==> src/rtl/pfn_pkg.sv <==
// Package for the pillar feature net layer: operation codes, widths and shared types.
// No dependencies.
`default_nettype none
package pfn_pkg;
  localparam logic [1:0] OP_LOAD_WEIGHT = 2'd0;
  localparam logic [1:0] OP_LOAD_SCALE  = 2'd1;
  localparam logic [1:0] OP_LOAD_OFFSET = 2'd2;
  localparam logic [1:0] OP_FEATURE     = 2'd3;

  localparam int unsigned AccW = 40;
  localparam int unsigned MaxW = 15;
  localparam logic [MaxW-1:0] MaxOut = 15'h7fff;

  typedef struct packed {
    logic        mac;       // add feature * weight
    logic        finish;    // end of point
    logic        keep;      // point had a nonzero feature
    logic        wr_weight;
    logic        wr_scale;
    logic        wr_offset;
    logic [3:0]  fidx;
    logic [15:0] value;
  } cell_ctrl_t;
endpackage
`default_nettype wire

==> src/rtl/pfn_cell.sv <==
// One output channel cell: weight row, scale, offset, accumulator, running maximum.
// Depends on pfn_pkg. Hands its maximum to the neighbour on shift.
`default_nettype none
module pfn_cell
  import pfn_pkg::*;
#(
  parameter int unsigned InChannels = 16
) (
  input  wire              clk_i,
  input  wire              rst_ni,
  input  wire cell_ctrl_t  ctrl_i,
  input  wire              sel_i,
  input  wire              active_i,
  input  wire              shift_i,
  input  wire  [MaxW-1:0]  max_i,
  output logic [MaxW-1:0]  max_o
);
  localparam int unsigned FiW = (InChannels > 1) ? $clog2(InChannels) : 1;

  logic signed [15:0] weight_q [InChannels];
  logic signed [15:0] scale_q, offset_q;
  logic [AccW-1:0]    acc_q, acc_d;
  logic [MaxW-1:0]    max_q, max_d;
  logic signed [15:0] w_sel;
  logic signed [31:0] prod;
  logic signed [55:0] sprod;
  logic signed [30:0] act;
  logic [MaxW-1:0]    act_sat;
  logic [FiW-1:0]     fi;

  assign fi = ctrl_i.fidx[FiW-1:0];
  assign w_sel = weight_q[fi];
  assign prod = $signed(ctrl_i.value) * w_sel;

  always_ff @(posedge clk_i) begin
    if (sel_i && ctrl_i.wr_weight) weight_q[fi] <= ctrl_i.value;
    if (sel_i && ctrl_i.wr_scale) scale_q <= ctrl_i.value;
    if (sel_i && ctrl_i.wr_offset) offset_q <= ctrl_i.value;
  end

  always_comb begin
    sprod = $signed(acc_q) * scale_q;
    act = 31'(((sprod + 56'sd33554432) >>> 26)) + 31'(offset_q);
    if (act < 0) act_sat = '0;
    else if (act > 31'sd32767) act_sat = MaxOut;
    else act_sat = act[MaxW-1:0];
  end

  always_comb begin
    acc_d = acc_q;
    max_d = max_q;
    if (ctrl_i.mac && active_i) acc_d = acc_q + AccW'(prod);
    if (ctrl_i.finish) begin
      acc_d = '0;
      if (ctrl_i.keep && active_i && act_sat > max_q) max_d = act_sat;
    end
    if (shift_i) max_d = max_i;
  end

  always_ff @(posedge clk_i or negedge rst_ni) begin
    if (!rst_ni) begin
      acc_q <= '0;
      max_q <= '0;
    end else begin
      acc_q <= acc_d;
      max_q <= max_d;
    end
  end

  assign max_o = max_q;
endmodule
`default_nettype wire
==> config.mk <==
export PLATFORM = sky130hd
export DESIGN_NAME = pfn_cell
export DESIGN_NICKNAME = d
export VERILOG_FILES = /design/src/rtl/pfn_pkg.sv /design/src/rtl/pfn_cell.sv
export SDC_FILE = /design/constraint.sdc
export NUM_CORES = 2
export LEC_CHECK = 0
export BUFFER_PORTS_ARGS = -buffer_cell sky130_fd_sc_hd__clkbuf_2
export CAP_MARGIN = 30
export CORE_MARGIN = 4
export CORE_UTILIZATION = 30
export DETAILED_ROUTE_END_ITERATION = 10
export GPL_TIMING_DRIVEN = 0
export PLACE_DENSITY_LB_ADDON = 0.3
export SLEW_MARGIN = 20
export SYNTH_ARGS = -nofsm -noshare
export SYNTH_HDL_FRONTEND = slang
export SYNTH_SLANG_ARGS = --single-unit
==> constraint.sdc <==
create_clock -name clk_i -period 15.3 [get_ports clk_i]
set_clock_uncertainty 0.15 [all_clocks]
set_input_delay 1.53 -clock clk_i [delete_from_list [all_inputs] [get_ports clk_i]]
set_output_delay 1.53 -clock clk_i [all_outputs]
set_load 0.05 [all_outputs]
==> reports/metrics.yaml <==
place:
  dp_slack_ns: -0.134
  placed_area_mm2: 0.0504
  dp_hpwl_um: 110000
  gp_congestion: 0.898
  port-buffer-count: 57
clocking:
  cts_root_buf: "clkbuf_16"
  post_cts_buffers: 0
  cts_buffers: 40
  clockBufferDepth: 3
  htree_levels: 2
  hold_buffers: 0
  clkLatencyLatePin_ns: 0.58
  clock_sinks: 343
  clk_pin_slew_ns: 0.06
  tritoncts: "built"
worst_hold_path:
  hold_start: "max_o[11]$_DFFE_PN0P_"
  hp-class: "flip-flop to flip-flop"
  holdPathEnd: "max_o[11]$_DFFE_PN0P_"
  whs_path_depth: 2
yosys:
  synth_area_leaders: "fa_1, edfxtp_1, ha_1"
  synth_area_mm2: 0.0472
  synth_top_cell_area_share: 0.365
  synth_seq_cells: 343
  postSynthNetCount: 5721
  synth_ff_type: "edfxtp_1"
  synth-edff-count: 288
  syn-mean-instance-area_um2: 10.4
  synthCells: 4521
  synth.top_cells.by_count: "inv_1, fa_1, nand2_1"
  synth.distinct_cells: 81
  yosysSeqAreaShare: 0.212
  async_reset_ff_frac: 0.160
  synth_area_leader_cell: "fa_1"
  ys.warnings.count: 0
  synth.most_common_cell: "inv_1"
worst_setup_path:
  worst_r2r_endpoint: "max_o[4]$_DFFE_PN0P_"
  startpoint_type: "flip-flop"
  crit_arrival_ns: 14.76
  worst_path_largest_cell_delay_ns: 0.69
  path_max_fanout: 10
  rrSetupSlack_ns: 0.79
  crit_path_end_kind: "flip-flop"
  cpMostUsedCell: "fa_1"
  worstReg2RegStart: "scale_q[15]$_DFFE_PP_"
  r2r.worst_path.cells: 52
  crit_type: "flip-flop to flip-flop"
  worstPathRequired_ns: 15.55
  cpMaxStageDelayCell: "edfxtp_1"
final_layout:
  drive_gt1_frac: 0.0606
  fillers: 16000
  multi_input_area_mm2: 0.0330
  syn2layout_area_growth_pct: 9.69
  nNetsFinal: 5842
  design_area_mm2: 0.0518
  post-route-util: 0.331
  ff_latch_area_mm2: 0.0100
detailed_routing:
  dr.pass1.iters: 8
  first_iter_violations: 2265
  drcViolationCount: 0
  wire_per_inst_um: 20.2
  num_vias: 32300
  finalWirelength_um: 136000
  antenna_left: 0
  routed_via_density: 4.79
timing:
  post-route-period-util: 0.948
  setup_viol: 0
  fin_crit_ns: 14.51
  final.setup.worst_slack_ns: 0.791
  slew_headroom: 0.382
  holdWs_ns: 0.460
  rsz0062_at_grt: "no"
  max_freq_ghz: 0.0689
  slew_violations: 0
  worstMarginPinSlew_ns: 0.927
  final_hold_viol_count: 0
global_routing:
  grt_max_degree: 41
  grt-ovfl-total: 0
  track_usage: 0.169
  first_global_vias: 34600
  grt_pass1_wl_um: 212000
  antenna_found_initial: 10
status:
  status: "completed"
flow_run:
  max_cap_violations: 0
die:
  coreArea_mm2: 0.156
  die_h_um: 405
  ios: 61
  chipWidth_um: 405
  die_area_mm2: 0.164
  initial_utilization: 0.302
  rows: 145
[repair_timing]
| item | 4_1_cts | 5_1_grt |
|---|---|---|
| pin swaps | 0 | 0 |
| endpoints found under the setup margin | 10 | 15 |
| resized for setup | 1 | 11 |
[worst max-delay path, delay by kind of cell (launching register included)]
family / cells / cell delay (ns)
compound gates: 19 / 4.30
buf+inv: 9 / 2.48
fa+ha+maj: 9 / 3.95
simple gates: 14 / 2.57
xor+xnor: 1 / 0.19
flops: 1 / 0.69
[cell type report]
type / instances / area share
Antenna cell: 4 / 0.000193
Buffer: 187 / 0.0142
Clock buffer: 50 / 0.0204
Timing Repair Buffer: 80 / 0.0108
Inverter: 950 / 0.0688
Multi-Input combinational cell: 3040 / 0.638
Sequential cell: 343 / 0.194
Tap cell: 2058 / 0.0497
Clock inverter: 23 / 0.00471
[flip-flops by register name, summed over array words and instances (netlist names)]
| signal | count |
|---|---|
| max_o | 15 |
| weight_q | 256 |
| offset_q | 16 |
| acc_q | 40 |
| scale_q | 16 |
[layer usage]
layer | part of all wire | GRT usage | wire length, um | vias up
met4 | 0.031 | 0.0470 | 4150 | 0
met1 | 0.44 | 0.236 | 59800 | 16700
met2 | 0.46 | 0.272 | 62900 | 988
li1 | - | - | - | 14400
met3 | 0.065 | 0.0292 | 8800 | 200
met5 | 0 | 0 | 0 | -
[metrics by stage]
| stage | cells | setup TNS [ns] |
|---|---|---|
| after floorplan | 4521 | 0 |
| after global placement | 6636 | -4.80 |
| after detailed placement | 6654 | -0.934 |
| after CTS | 6727 | 0 |
| after global routing | 6731 | 0 |
| final | 6735 | 0 |
[kinds of logic (layout without fill, tap and decap cells)]
| kind of cell | after synthesis | in the layout | share of synthesized area |
|---|---|---|---|
| buffers and inverters | 1138 | 1290 | 0.0911 |
| xor gates and xnor gates | 130 | 130 | 0.0241 |
| adders and majority gates | 1154 | 1154 | 0.443 |
| AOI/OAI and AO/OA | 423 | 423 | 0.0612 |
| and+or+nand+nor | 1250 | 1250 | 0.130 |
| muxes | 83 | 83 | 0.0388 |
| DFF | 343 | 343 | 0.212 |
| other | 0 | 4 | 0 |
[cell usage in the layout (no fill, tap or decap), drive strengths merged, types with 48 or more instances in the layout]
master	count
o21ai	88
dfrtp	55
xor2	48
fa	861
nand2b	52
inv	952
xnor2	82
nand2	638
mux4	80
and2	331
ha	293
a21o	64
nor2	86
edfxtp	288
a21oi	107
clkbuf	274
[worst max-delay path by stage]
stage | from | end | slack [ns] | depth (start not counted)
6_report | scale_q[15]$_DFFE_PP_ | max_o[4]$_DFFE_PN0P_ | 0.79 | 52
5_1_grt | acc_q[11]$_DFFE_PN0P_ | max_o[5]$_DFFE_PN0P_ | 0.02 | 51
4_1_cts | acc_q[13]$_DFFE_PN0P_ | max_o[4]$_DFFE_PN0P_ | 0.02 | 51
3_5_place_dp | scale_q[1]$_DFFE_PP_ | max_o[5]$_DFFE_PN0P_ | -0.13 | 55
3_3_place_gp | scale_q[1]$_DFFE_PP_ | max_o[5]$_DFFE_PN0P_ | -0.52 | 53
2_1_floorplan | acc_q[9]$_DFFE_PN0P_ | max_o[4]$_DFFE_PN0P_ | 3.21 | 48
Power is left out: the tool's default activity adds up to more than one toggle a clock period on the data nets, which glitch-free logic cannot reach.
